--- src/hdl/gdge_pkg.sv ---
// Shared types and constants of the grid diffusion and gradient engine.
package gdge_pkg;

	localparam int unsigned DATA_W  = 16;
	localparam int unsigned SUM_W   = 18;
	localparam int unsigned D4_W    = 19;
	localparam int unsigned RATE_W  = 17;
	localparam int unsigned PROD_W  = 37;
	localparam int unsigned CHG_W   = 20;
	localparam int unsigned VAL_W   = 21;
	localparam int unsigned RATE_SH = 18;
	localparam int unsigned GEOM_W  = 7;
	localparam logic [RATE_W-1:0] ONE_RATE  = 17'h10000;
	localparam logic [DATA_W-1:0] ONE_VALUE = 16'h8000;

	typedef enum logic [1:0] {
		CMD_WRITE = 2'd0,
		CMD_DIFF  = 2'd1,
		CMD_GRAD  = 2'd2,
		CMD_READ  = 2'd3
	} cmd_code_t;

	typedef enum logic [1:0] {
		REG_WIDTH  = 2'd0,
		REG_HEIGHT = 2'd1,
		REG_RATE   = 2'd2
	} reg_idx_t;

	typedef enum logic [2:0] {
		RS_HOST,
		RS_C,
		RS_N,
		RS_S,
		RS_W,
		RS_E
	} rsel_t;

	typedef enum logic [2:0] {
		CAP_NONE,
		CAP_OLD,
		CAP_SUM0,
		CAP_SUMADD,
		CAP_E,
		CAP_W,
		CAP_S,
		CAP_N
	} cap_t;

	typedef enum logic [4:0] {
		ST_CLEAR,
		ST_IDLE,
		ST_RD_WAIT,
		ST_D_OLD,
		ST_D_N,
		ST_D_S,
		ST_D_W,
		ST_D_E,
		ST_D_LAST,
		ST_D_DIFF,
		ST_D_MUL,
		ST_D_WR,
		ST_G_E,
		ST_G_W,
		ST_G_S,
		ST_G_N,
		ST_G_LAST,
		ST_G_WR,
		ST_DONE
	} state_t;

	typedef struct packed {
		rsel_t rd_sel;
		cap_t  cap;
		logic  host_we;
		logic  host_acc;
		logic  dif_we;
		logic  grd_we;
		logic  clr_we;
		logic  cnt_init;
		logic  cnt_step;
		logic  d4_en;
		logic  mul_en;
		logic  out_zero;
		logic  out_read;
	} dp_cmd_t;

	typedef struct packed {
		logic clr_last;
		logic out_free;
		logic elem_last;
		logic small_grid;
	} dp_stat_t;

endpackage

--- src/hdl/gdge_ctrl.sv ---
// Controller state machine of the grid diffusion and gradient engine.
module gdge_ctrl
	import gdge_pkg::*;
(
	input  logic         clk,
	input  logic         arst_n,
	input  logic         s_tvalid,
	input  logic [1:0]   command,
	output logic         s_tready,
	input  dp_stat_t     stat,
	output dp_cmd_t      cmd
);

	state_t state_q, state_nx;
	logic   accept;

	assign s_tready = (state_q == ST_IDLE) && stat.out_free;
	assign accept   = s_tvalid && s_tready;

	always_ff @(posedge clk or negedge arst_n) begin
		if (!arst_n) begin
			state_q <= ST_CLEAR;
		end else begin
			state_q <= state_nx;
		end
	end

	always_comb begin
		state_nx = state_q;
		unique case (state_q)
			ST_CLEAR: begin
				if (stat.clr_last) state_nx = ST_IDLE;
			end
			ST_IDLE: begin
				if (accept) begin
					unique case (cmd_code_t'(command))
						CMD_WRITE: state_nx = ST_IDLE;
						CMD_READ:  state_nx = ST_RD_WAIT;
						CMD_DIFF:  state_nx = stat.small_grid ? ST_DONE : ST_D_OLD;
						CMD_GRAD:  state_nx = stat.small_grid ? ST_DONE : ST_G_E;
						default:   state_nx = ST_IDLE;
					endcase
				end
			end
			ST_RD_WAIT: state_nx = ST_IDLE;
			ST_D_OLD:   state_nx = ST_D_N;
			ST_D_N:     state_nx = ST_D_S;
			ST_D_S:     state_nx = ST_D_W;
			ST_D_W:     state_nx = ST_D_E;
			ST_D_E:     state_nx = ST_D_LAST;
			ST_D_LAST:  state_nx = ST_D_DIFF;
			ST_D_DIFF:  state_nx = ST_D_MUL;
			ST_D_MUL:   state_nx = ST_D_WR;
			ST_D_WR:    state_nx = stat.elem_last ? ST_DONE : ST_D_OLD;
			ST_G_E:     state_nx = ST_G_W;
			ST_G_W:     state_nx = ST_G_S;
			ST_G_S:     state_nx = ST_G_N;
			ST_G_N:     state_nx = ST_G_LAST;
			ST_G_LAST:  state_nx = ST_G_WR;
			ST_G_WR:    state_nx = stat.elem_last ? ST_DONE : ST_G_E;
			ST_DONE: begin
				if (stat.out_free) state_nx = ST_IDLE;
			end
			default:    state_nx = ST_IDLE;
		endcase
	end

	always_comb begin
		cmd = '0;
		cmd.rd_sel = RS_HOST;
		cmd.cap    = CAP_NONE;
		unique case (state_q)
			ST_CLEAR: cmd.clr_we = 1'b1;
			ST_IDLE: begin
				if (accept) begin
					cmd.host_acc = 1'b1;
					unique case (cmd_code_t'(command))
						CMD_WRITE: begin
							cmd.host_we  = 1'b1;
							cmd.out_zero = 1'b1;
						end
						CMD_READ:  cmd.rd_sel = RS_HOST;
						CMD_DIFF,
						CMD_GRAD:  cmd.cnt_init = 1'b1;
						default:   cmd.host_acc = 1'b1;
					endcase
				end
			end
			ST_RD_WAIT: cmd.out_read = 1'b1;
			ST_D_OLD:   cmd.rd_sel = RS_C;
			ST_D_N: begin
				cmd.rd_sel = RS_N;
				cmd.cap    = CAP_OLD;
			end
			ST_D_S: begin
				cmd.rd_sel = RS_S;
				cmd.cap    = CAP_SUM0;
			end
			ST_D_W: begin
				cmd.rd_sel = RS_W;
				cmd.cap    = CAP_SUMADD;
			end
			ST_D_E: begin
				cmd.rd_sel = RS_E;
				cmd.cap    = CAP_SUMADD;
			end
			ST_D_LAST:  cmd.cap = CAP_SUMADD;
			ST_D_DIFF:  cmd.d4_en = 1'b1;
			ST_D_MUL:   cmd.mul_en = 1'b1;
			ST_D_WR: begin
				cmd.dif_we   = 1'b1;
				cmd.cnt_step = 1'b1;
			end
			ST_G_E:     cmd.rd_sel = RS_E;
			ST_G_W: begin
				cmd.rd_sel = RS_W;
				cmd.cap    = CAP_E;
			end
			ST_G_S: begin
				cmd.rd_sel = RS_S;
				cmd.cap    = CAP_W;
			end
			ST_G_N: begin
				cmd.rd_sel = RS_N;
				cmd.cap    = CAP_S;
			end
			ST_G_LAST:  cmd.cap = CAP_N;
			ST_G_WR: begin
				cmd.grd_we   = 1'b1;
				cmd.cnt_step = 1'b1;
			end
			ST_DONE:    cmd.out_zero = stat.out_free;
			default:    cmd.cap = CAP_NONE;
		endcase
	end

endmodule

--- config.mk ---
export PLATFORM = sky130hd
export DESIGN_NAME = gdge_ctrl
export DESIGN_NICKNAME = d
export VERILOG_FILES = /design/src/hdl/gdge_pkg.sv /design/src/hdl/gdge_ctrl.sv
export SDC_FILE = /design/constraint.sdc
export NUM_CORES = 1
export LEC_CHECK = 0
export ABC_CLOCK_PERIOD_IN_PS = 1700
export BUFFER_PORTS_ARGS = -buffer_cell sky130_fd_sc_hd__buf_4
export CAP_MARGIN = 40
export CORE_AREA = 2 2 41 47
export DETAILED_ROUTE_END_ITERATION = 16
export DIE_AREA = 0 0 43 49
export GPL_ROUTABILITY_DRIVEN = 0
export PLACE_DENSITY = 0.77
export REMOVE_ABC_BUFFERS = 1
export SLEW_MARGIN = 10
export SYNTH_ARGS = -nofsm -noshare
export SYNTH_HDL_FRONTEND = slang
export SYNTH_SLANG_ARGS = --single-unit
--- constraint.sdc ---
create_clock -name clk -period 1.7 [get_ports clk]
set_input_delay 0 -clock clk [delete_from_list [all_inputs] [get_ports clk]]
set_output_delay 0 -clock clk [all_outputs]
set_load 0.02 [all_outputs]
# Word level (Yosys, flattened, before mapping)

Index checks and enable logic that the tools add are counted.

Register bits after elaboration: 5
Bits of input ports: 9
Output and inout bits: 18

Equality and inequality tests: 24
Multiplexer cells: 26
Reduce and logical (&&, ||, !) cells: 12

Operators with widths:

| kind                                          | number |
|---|---|
| one-hot mux 5 bit (18 select lines)           | 1 |
| == test 5 x 4 -> 1 bit, second input constant | 8 |
| two-way mux 5 bit                             | 7 |
| one-hot mux 3 bit (7 select lines)            | 1 |
| == test 5 x 3 -> 1 bit, second input constant | 4 |
| one-hot mux 5 bit (4 select lines)            | 1 |
| == test 5 bit, second input constant          | 3 |
| one-hot mux 3 bit (5 select lines)            | 1 |
| two-way mux 1 bit                             | 12 |
| OR reduction 2 bit                            | 6 |
| == test 5 x 2 -> 1 bit, second input constant | 2 |
| != test 2 bit, second input constant          | 3 |
| == test 5 x 1 -> 1 bit, second input constant | 1 |
| logical NOT 5 bit                             | 1 |
| == test 2 bit, second input constant          | 2 |
| two-way mux 2 bit                             | 2 |
| AND reduction 3 bit                           | 1 |
| OR reduction 3 bit                            | 1 |
| == test 2 x 1 -> 1 bit, second input constant | 1 |
| logical AND 1 bit                             | 2 |
| logical NOT 2 bit                             | 1 |
| one-hot mux 1 bit (2 select lines)            | 1 |

# Depth between registers and ports, before layout

Gate-level depths: netlist of the first run.

Depth after elaboration: 5
Depth in mapped cells: 6

# Worst setup path before layout of the first run

OpenSTA, ideal clock, no wires.

Path kind: reg2reg
From: reg state_q[1]
To: reg state_q[1]
Setup time: 0.076 ns
Arrival: 1.471 ns
Setup slack: 0.153 ns
Stages on the path, launching flop included: 6
Path buffers: 1
Period minus slack after synthesis: 1.547 ns
Path through: dfrtp_1 -> or3b_1 -> buf_6 -> nor2_1 -> a211oi_1 -> o21ai_1

Longest elaborated chain between the ends: 5

Ends and longest elaborated chain:

| element                              | RTL line                         | source |
|---|---|---|
| from (decl)                          | gdge_ctrl.sv:14                  | `state_t state_q, state_nx;` |
| from (signal assigned)               | gdge_ctrl.sv:24                  | `state_q <= state_nx;` |
| == test 5 x 1 -> 1 bit               | gdge_ctrl.sv:17, gdge_ctrl.sv:30 |  |
| logical AND 1 bit                    | gdge_ctrl.sv:17                  | `assign s_tready = (state_q == ST_IDLE) && stat.out_free;` |
| logical AND 1 bit                    | gdge_ctrl.sv:18                  | `assign accept = s_tvalid && s_tready;` |
| != test 2 bit (no source line)       | -                                |  |
| AND reduction 3 bit (no source line) | -                                |  |

Several ways; a longest one is shown, not always the timed one.
A chain may end at the register's enable or synchronous reset.

==> flow_summary.json, run 1 <==
{
  "layout_setup_ws_ns": 0.03126,
  "p_per_area_mw_per_mm2": 1647,
  "leakage_nw": 0.5322,
  "syn-cell-area_um2": 773.2,
  "slew_viol_final": 0,
  "crit_chain": "buf_12 -> or4b_4 -> o22ai_2 -> buf_6",
  "avgSynthCellArea_um2": 7.094,
  "synth_flop_cell": "dfrtp_1",
  "start_util_pct": 45.98,
  "reg.largest.list": "state_q: 5 flops",
  "slew_headroom_pct": 75.97,
  "async_reset_ff_share_pct": 100.0,
  "tightest_slew_ns": 0.3581,
  "crit_slowest_cell": "or4b_4",
  "drive_gt1_share_pct": 35.66,
  "die_h_um": 49,
  "first_pass_iters": 4,
  "layout.nets": 158,
  "yosys.area.top_type_share_pct": 16.18,
  "critPathMaxStageDelay_ns": 0.50,
  "grt_overflow": 0,
  "core_area_mm2": 0.001682,
  "n_antenna_cell": 0,
  "crit_type": "flip-flop to primary output",
  "antenna_found_initial": 0,
  "synth_cell_type_count": 39,
  "clock_path_buffers": 2,
  "crit_path_max_fanout": 14,
  "dp_cells": 153,
  "largest_reg_flops": 5,
  "cts_made_buffers": 3,
  "synth.most_common_cell": "nor2_1",
  "cp-end-kind": "primary output",
  "final_cells": 161,
  "cp-start-kind": "flip-flop",
  "hp-class": "primary input to flip-flop",
  "setup_viol": 0,
  "clk_latency_ns": 0.24,
  "fmax_mhz": 599.3,
  "drt_iter0_drc": 29,
  "total_power_mw": 1.845,
  "grt_pass1_wl_mm": 3.774,
  "rsz0062_at_grt": "yes",
  "utilization_pct": 66.59,
  "synth_edf_count": 0,
  "skew_ns": 0.002950,
  "post-route-period-util_pct": 98.16,
  "wire_per_inst_um": 14.93,
  "finalHoldViolations": 0,
  "cts.sinks": 5,
  "grt_pass1_vias": 875,
  "root_buffer": "clkbuf_4",
  "ir_drop_mv": 0.9542,
  "fp.dieW_um": 43,
  "yosys-top-cells-count": "13 x nor2_1, 9 x nand2_1, 7 x a21oi_1",
  "drc": 0,
  "yosys_warnings": 0,
  "dp_slack_ns": 0.06097,
  "wl_mm": 2.404,
  "cts_tree": "built",
  "path_clk_slew_ns": 0.05,
  "grt_max_degree": 22,
  "status": "finished, final reports clean",
  "num_vias": 974,
  "cap_violations": 0,
  "synth_area_leaders": "dfrtp_1 16%, ha_1 8.1%, nor2_1 6.3%",
  "yosysSeqAreaShare_pct": 16.18,
  "critPathRequiredTime_ns": 1.70,
  "totalNegativeSetupSlack_ns": 0,
  "pin_count": 27,
  "cp.arrival_ns": 1.67,
  "detail-route-antenna-nets": 0,
  "period_needed_ns": 1.669,
  "areaGrowthSynthToFinish_pct": 44.82,
  "yosysTopAreaCell": "dfrtp_1",
  "die-area_mm2": 0.002107,
  "dp_hpwl_mm": 1.827,
  "netlist_instances": 109,
  "vias_per_cell": 6.050,
  "io_buffer_count": 26,
  "grtUsageTotal_pct": 22.57,
  "rows": 16,
  "cts_max_level": 1,
  "top_register": "state_q",
  "synth_seq_cells": 5
}
## per-stage QoR
| stage | hold slack (ns) | instance area, um^2 |
|---|---|---|
| floorplan | -0.2956 | 729.5 |
| global placement | -0.1961 | 1020 |
| detailed placement | -0.1925 | 1020 |
| CTS | 0.08255 | 1077 |
| global route | 0.1045 | 1120 |
| finish | 0.09412 | 1120 |
## where the power goes
group	switching, mW	total (mW)	internal (mW)
sequential	0.0562	0.218	0.162
clock	0.0497	0.138	0.0888
combinational	0.809	1.49	0.679
## per-layer routing
layer | GRT usage, % | share of wire, % | wire length [um]
met4 | 8.586 | 2.6 | 63
met2 | 40.66 | 53 | 1285
met1 | 25.97 | 36 | 866
met5 | 0 | 0 | 0
met3 | 3.704 | 7.9 | 189
## kinds of logic after synthesis
group,share of synthesized area (%)
simple gates,39.00
compound gates,26.38
buf+inv,8.091
fa+ha+maj,8.091
flops,16.18
xor+xnor,2.266
## final timing paths
path                       startpoint         end  slack, ns  cells after the start
setup / recovery           state_q[1]     cmd[13]       0.03                      4
hold / removal                stat[3]  state_q[0]       0.09                      3
setup reg to reg           state_q[1]  state_q[1]       0.09                      5
max in group asynchronous      arst_n  state_q[4]       1.48                      2
min in group asynchronous      arst_n  state_q[0]       0.10                      2
hold reg to reg            state_q[4]  state_q[4]       0.69                      2
## what timing repair did
item                       CTS  global route
setup endpoints to repair    3             7
pin swaps                    1             5
hold buffers                 1             0
buffers inserted             2             1
hold endpoints to repair     5             0
resized for setup            2            10
## final cells by class
cell class | instances | area (um^2)
clock buffer | 4 | 26.28
fill | 149 | 561.8
inverter | 5 | 18.77
multi-input combinational | 91 | 614.3
sequential | 5 | 126.4
tap | 18 | 22.52
timing repair buffer | 38 | 311.5
## layout by cell type, fill, tap and decap left out, types with 5 or more instances in the layout
cell type  synthesis  final
nor2_1            13     13
inv_1              5      5
a21oi_1            7      6
buf_4              0     33
nand2_1            9      9
ha_1               5      5
## critical path: cells and delay by family (launching register included)
kind / cells / cell delay, ns
buf+inv: 2 / 0.31
compound gates: 1 / 0.19
simple gates: 1 / 0.50
flops: 1 / 0.43
Note: power is estimated with default switching activity, not from simulation.
==> run 2, diff against run 1 <==
--- a/config.mk
+++ b/config.mk
@@ -5,7 +5,7 @@
 export SDC_FILE = /design/constraint.sdc
 export NUM_CORES = 1
 export LEC_CHECK = 0
-export ABC_CLOCK_PERIOD_IN_PS = 1700
+export ABC_CLOCK_PERIOD_IN_PS = 1600
 export BUFFER_PORTS_ARGS = -buffer_cell sky130_fd_sc_hd__buf_4
 export CAP_MARGIN = 40
 export CORE_AREA = 2 2 41 47
==> constraint.sdc (replaced) <==
create_clock -name clk -period 1.6 [get_ports clk]
set_input_delay 0 -clock clk [delete_from_list [all_inputs] [get_ports clk]]
set_output_delay 0 -clock clk [all_outputs]
set_load 0.02 [all_outputs]
==> run 2 against run 1 <==
Compared with the run above:
- the run now ends with negative setup slack left
- power increased by 42%
- routed wire length grew 29%
- global-route usage increased by 3.9 points
- clock skew is 0.0017 ns lower
==> flow_summary.json, run 2 (synthesis gave the netlist of run 1 again) <==
{
  "cts.sinks": 5,
  "io_buffer_count": 26,
  "grt_pass1_vias": 996,
  "drc": 0,
  "slew_viol_final": 0,
  "setup_viol": 9,
  "path_clk_slew_ns": 0.05,
  "final_common_cell": "buf_4",
  "violations": "negative setup slack",
  "ir_drop_mv": 1.520,
  "reg.largest.list": "state_q: 5 flops",
  "leakage_nw": 0.6348,
  "areaGrowthSynthToFinish_pct": 76.54,
  "vias_per_cell": 6.145,
  "num_vias": 1057,
  "status": "finished with violations",
  "n_antenna_cell": 0,
  "cts_max_level": 1,
  "cts_made_buffers": 3,
  "cp-startpoint": "state_q[0]",
  "slew_headroom_pct": 74.70,
  "finalHoldViolations": 0,
  "crit_path_max_fanout": 4,
  "rows": 16,
  "dp_hpwl_mm": 1.748,
  "dp_slack_ns": 0.02699,
  "cp-end-kind": "primary output",
  "core_area_mm2": 0.001682,
  "fin_area_mm2": 0.001365,
  "grt_max_degree": 22,
  "critPathRequiredTime_ns": 1.60,
  "skew_ns": 0.001237,
  "clk_latency_ns": 0.25,
  "start_util_pct": 45.98,
  "crit_type": "flip-flop to primary output",
  "wire_per_inst_um": 18.10,
  "cp.arrival_ns": 1.67,
  "crit_chain": "buf_4 -> or4b_4 -> o22ai_2 -> buf_6",
  "tightest_slew_ns": 0.3755,
  "die-area_mm2": 0.002107,
  "rrSetupSlack_ns": -0.05,
  "drive_gt1_share_pct": 54.55,
  "drt_iter0_drc": 19,
  "root_buffer": "clkbuf_4",
  "final.fill_count": 107,
  "first_pass_iters": 4,
  "post-route-period-util_pct": 104.2,
  "critPathMaxStageDelay_ns": 0.53,
  "critPathTopFamily": "simple AND/OR/NAND/NOR gates",
  "grt_overflow": 0,
  "p_per_area_mw_per_mm2": 1919,
  "pin_count": 27,
  "layout_setup_ws_ns": -0.06786,
  "path_depth": 4,
  "detail-route-antenna-nets": 0,
  "wl_mm": 3.113,
  "reg2regPathDepth": 6,
  "period_needed_ns": 1.668,
  "crit_slowest_cell": "or4b_4",
  "layout.nets": 169,
  "cp-endpoint": "cmd[13]",
  "grtUsageTotal_pct": 26.46,
  "worst-path-buf-inv": 2,
  "dpl-instance-area_mm2": 0.001020,
  "hp-class": "primary input to asynchronous set/reset pin",
  "cp-start-kind": "flip-flop",
  "clock_path_buffers": 2,
  "grt_pass1_wl_mm": 4.264,
  "rsz0062_at_grt": "yes",
  "antenna_found_initial": 0,
  "largest_reg_flops": 5,
  "r2r_end": "state_q[3]",
  "cap_violations": 0,
  "die_h_um": 49,
  "cts_tree": "built",
  "fp.dieW_um": 43,
  "fmax_mhz": 599.6,
  "rr_startpoint": "state_q[0]",
  "top_register": "state_q",
  "final_cell_mix": "32 x buf_4, 14 x buf_6, 9 x nor2_1, 7 x nand2_1"
}
[run 2: worst register-to-register path, delay by kind of cell (launching register included)]
family	cells	cell delay (ns)
AND/OR/NAND/NOR	2	0.31
AO/OA/AOI/OAI	2	0.48
buffers and inverters	2	0.30
flip-flops	1	0.41
[run 2: metal layers]
| metal | global-route usage [%] | routed length, um | vias to the layer above |
|---|---|---|---|
| li1 | - | - | 486 |
| met1 | 29.84 | 1146 | 502 |
| met2 | 45.45 | 1636 | 55 |
| met3 | 8.519 | 199 | 14 |
| met4 | 10.10 | 131 | 0 |
| met5 | 0 | 0 | - |
[run 2: stage by stage]
step           std cells  setup TNS (ns)  hold WS (ns)  total power, mW  util [%]
2_1_floorplan        101         -0.4904       -0.2956            1.133         -
5_1_grt              172         -0.9917       0.07873            2.769     81.18
4_1_cts              166         -0.2437       0.07696            2.105     70.39
6_report             172         -0.3356       0.08505            2.620     81.18
3_5_place_dp         153               0       -0.1935            1.674     60.64
3_3_place_gp         153               0       -0.1945            1.649     60.64
[run 2: area by class of cell]
type                    count  area [um^2]  area share (%)
multi-input cells          91        726.9           53.25
repair buffers             49        442.9           32.45
flip-flops and latches      5        127.6           9.349
clock buffers               4        26.28           1.925
well taps                  18        22.52           1.650
inverters                   5        18.77           1.375
[run 2: repair_timing]
item | 4_1_cts | 5_1_grt
buffers inserted | 8 | 6
hold buffers | 1 | 0
setup endpoints to repair | 8 | 17
resized for setup | 20 | 33
cloned | 0 | 0
pin swaps | 7 | 12
endpoints found under the hold margin | 5 | 0
[run 2: how the worst min path moves through the flow]
stage                      end    start  slack (ns)  cells after the start
floorplan           state_q[0]   arst_n       -0.30                      0
global placement    state_q[3]   arst_n       -0.19                      1
detailed placement  state_q[2]   arst_n       -0.19                      1
CTS                 state_q[1]  stat[2]        0.08                      3
global route        state_q[2]   arst_n        0.08                      2
finish              state_q[0]   arst_n        0.09                      2
[run 2: power breakdown]
part | internal, mW | total (mW) | switching (mW)
Sequential | 0.173 | 0.225 | 0.0523
Clock | 0.0947 | 0.153 | 0.0582
Combinational | 1.08 | 2.24 | 1.16
Total | 1.35 | 2.62 | 1.27
==> run 3, diff against run 2 <==
==> constraint.sdc (replaced) <==
create_clock -name clk -period 1.6 [get_ports clk]
set_input_delay 0.32 -clock clk [delete_from_list [all_inputs] [get_ports clk]]
set_output_delay 0.32 -clock clk [all_outputs]
set_load 0.02 [all_outputs]
==> run 3 against run 2 <==
Compared with the run above:
- the run still ends with negative setup slack left
- clock power rose by 11%
- highest routed layer unchanged
- critical path depth rose by 1
- flip-flop and latch count did not move
- register-to-register slack got worse by 0.12 ns
- global-route usage rose by 4.2 points
==> flow_summary.json, run 3 (synthesis gave the netlist of run 1 again) <==
{
  "finalHoldViolations": 0,
  "total_power_mw": 2.900,
  "status": "finished with violations",
  "layout.nets": 179,
  "leakage_nw": 0.6799,
  "violations": "negative setup slack",
  "grt_overflow": 0,
  "layout_setup_ws_ns": -0.4341,
  "setup_viol": 23,
  "drc": 0,
  "largest_reg_flops": 5,
  "reg2regPathDepth": 6,
  "first_pass_iters": 6,
  "grtUsageTotal_pct": 30.69,
  "dp_hpwl_mm": 1.858,
  "hp-class": "primary input to asynchronous set/reset pin",
  "root_buffer": "clkbuf_4",
  "final.fill_count": 81,
  "reg.largest.list": "state_q: 5 flops",
  "crit_type": "flip-flop to primary output",
  "post-route-period-util_pct": 127.1,
  "grt_max_degree": 22,
  "start_util_pct": 45.98,
  "die_h_um": 49,
  "areaGrowthSynthToFinish_pct": 93.04,
  "detail-route-antenna-nets": 0,
  "wl_mm": 3.923,
  "wire_per_inst_um": 21.55,
  "drive_gt1_share_pct": 57.93,
  "n_antenna_cell": 0,
  "rows": 16,
  "cp-endpoint": "cmd[1]",
  "cp-end-kind": "primary output",
  "io_buffer_count": 26,
  "p_per_area_mw_per_mm2": 1943,
  "slew_viol_final": 0,
  "clock_path_buffers": 2,
  "top_register": "state_q",
  "vias_per_cell": 6.687,
  "pin_count": 27,
  "fp.dieW_um": 43,
  "ir_drop_mv": 1.436,
  "dp_cells": 169,
  "final_cell_mix": "37 x buf_4, 19 x buf_6, 8 x nand2_1, 7 x nor2_1",
  "final_cells": 182,
  "num_vias": 1217,
  "final_common_cell": "buf_4",
  "critPathRequiredTime_ns": 1.28,
  "cts_max_level": 1,
  "fmax_mhz": 491.6,
  "cap_violations": 0,
  "rr_startpoint": "state_q[1]",
  "tightest_slew_ns": 0.4561,
  "skew_ns": 0.006659,
  "drt_iter0_drc": 74,
  "cp-startpoint": "state_q[0]",
  "antenna_found_initial": 0,
  "totalNegativeSetupSlack_ns": -5.906,
  "cts.sinks": 5,
  "rrSetupSlack_ns": -0.17,
  "clk_latency_ns": 0.26,
  "path_clk_slew_ns": 0.06,
  "whs_ns": 0.4063,
  "period_needed_ns": 2.034,
  "crit_path_max_fanout": 4,
  "cp.arrival_ns": 1.71,
  "slew_headroom_pct": 69.41,
  "core_area_mm2": 0.001682,
  "grt_pass1_vias": 1059,
  "r2r_end": "state_q[0]",
  "rsz0062_at_grt": "yes",
  "cts_tree": "built",
  "cp-start-kind": "flip-flop",
  "grt_pass1_wl_mm": 4.954,
  "cts_made_buffers": 3,
  "die-area_mm2": 0.002107
}
run 3: changes by cell type in the layout (fill, tap and decap cells not counted), sizes merged:
cell / before / now
buf: 48 / 58
run 3: worst min path at each step:
stage,startpoint,end,slack (ns),cells after the start
floorplan,arst_n,state_q[0],0.02,0
global placement,arst_n,state_q[4],0.12,1
detailed placement,arst_n,state_q[4],0.13,1
CTS,stat[3],state_q[0],0.39,3
global route,stat[3],state_q[0],0.41,3
finish,arst_n,state_q[4],0.41,2
run 3: layout make-up:
| type | count | area [um^2] | area share, % |
|---|---|---|---|
| Multi-Input combinational cell | 91 | 754.5 | 50.54 |
| Clock buffer | 4 | 26.28 | 1.760 |
| Timing Repair Buffer | 59 | 544.3 | 36.46 |
| Sequential cell | 5 | 126.4 | 8.466 |
| Tap cell | 18 | 22.52 | 1.509 |
| Inverter | 5 | 18.77 | 1.257 |
run 3: timing repair:
action,4_1_cts,5_1_grt
buffers inserted,6,1
gates resized for setup,40,21
hold buffers,1,0
cloned,1,0
hold endpoints to repair,5,0
setup endpoints to repair,21,23
pin swaps,12,10
run 3: per-stage QoR:
stage | util, % | area [um^2] | setup WS [ns]
2_1_floorplan | - | 729.5 | -0.4304
3_3_place_gp | 67.04 | 1127 | -0.1014
3_5_place_dp | 67.04 | 1127 | -0.1127
4_1_cts | 82.14 | 1381 | -0.3119
5_1_grt | 88.76 | 1493 | -0.4490
6_report | 88.76 | 1493 | -0.4341
run 3: per-layer routing:
layer / wire length (um) / track usage (%) / share of wire [%] / up-vias
li1: - / - / - / 506
met1: 1407 / 36.82 / 36 / 564
met2: 1904 / 52.53 / 49 / 112
met3: 346 / 5.926 / 8.8 / 35
met4: 264 / 12.63 / 6.7 / 0
met5: 0 / 0 / 0 / -
run 3: power breakdown:
| part | internal (mW) | switching [mW] | total, mW |
|---|---|---|---|
| registers | 0.172 | 0.0493 | 0.221 |
| logic | 1.20 | 1.31 | 2.51 |
| clock network | 0.0958 | 0.0747 | 0.170 |
run 3: worst max-delay path: stages, from the launching register on:
cell and delay [ns]:
dfrtp_1 0.40, or3b_4 0.43, nor2_4 0.10, and3_4 0.21
a22o_1 0.18, buf_6 0.13
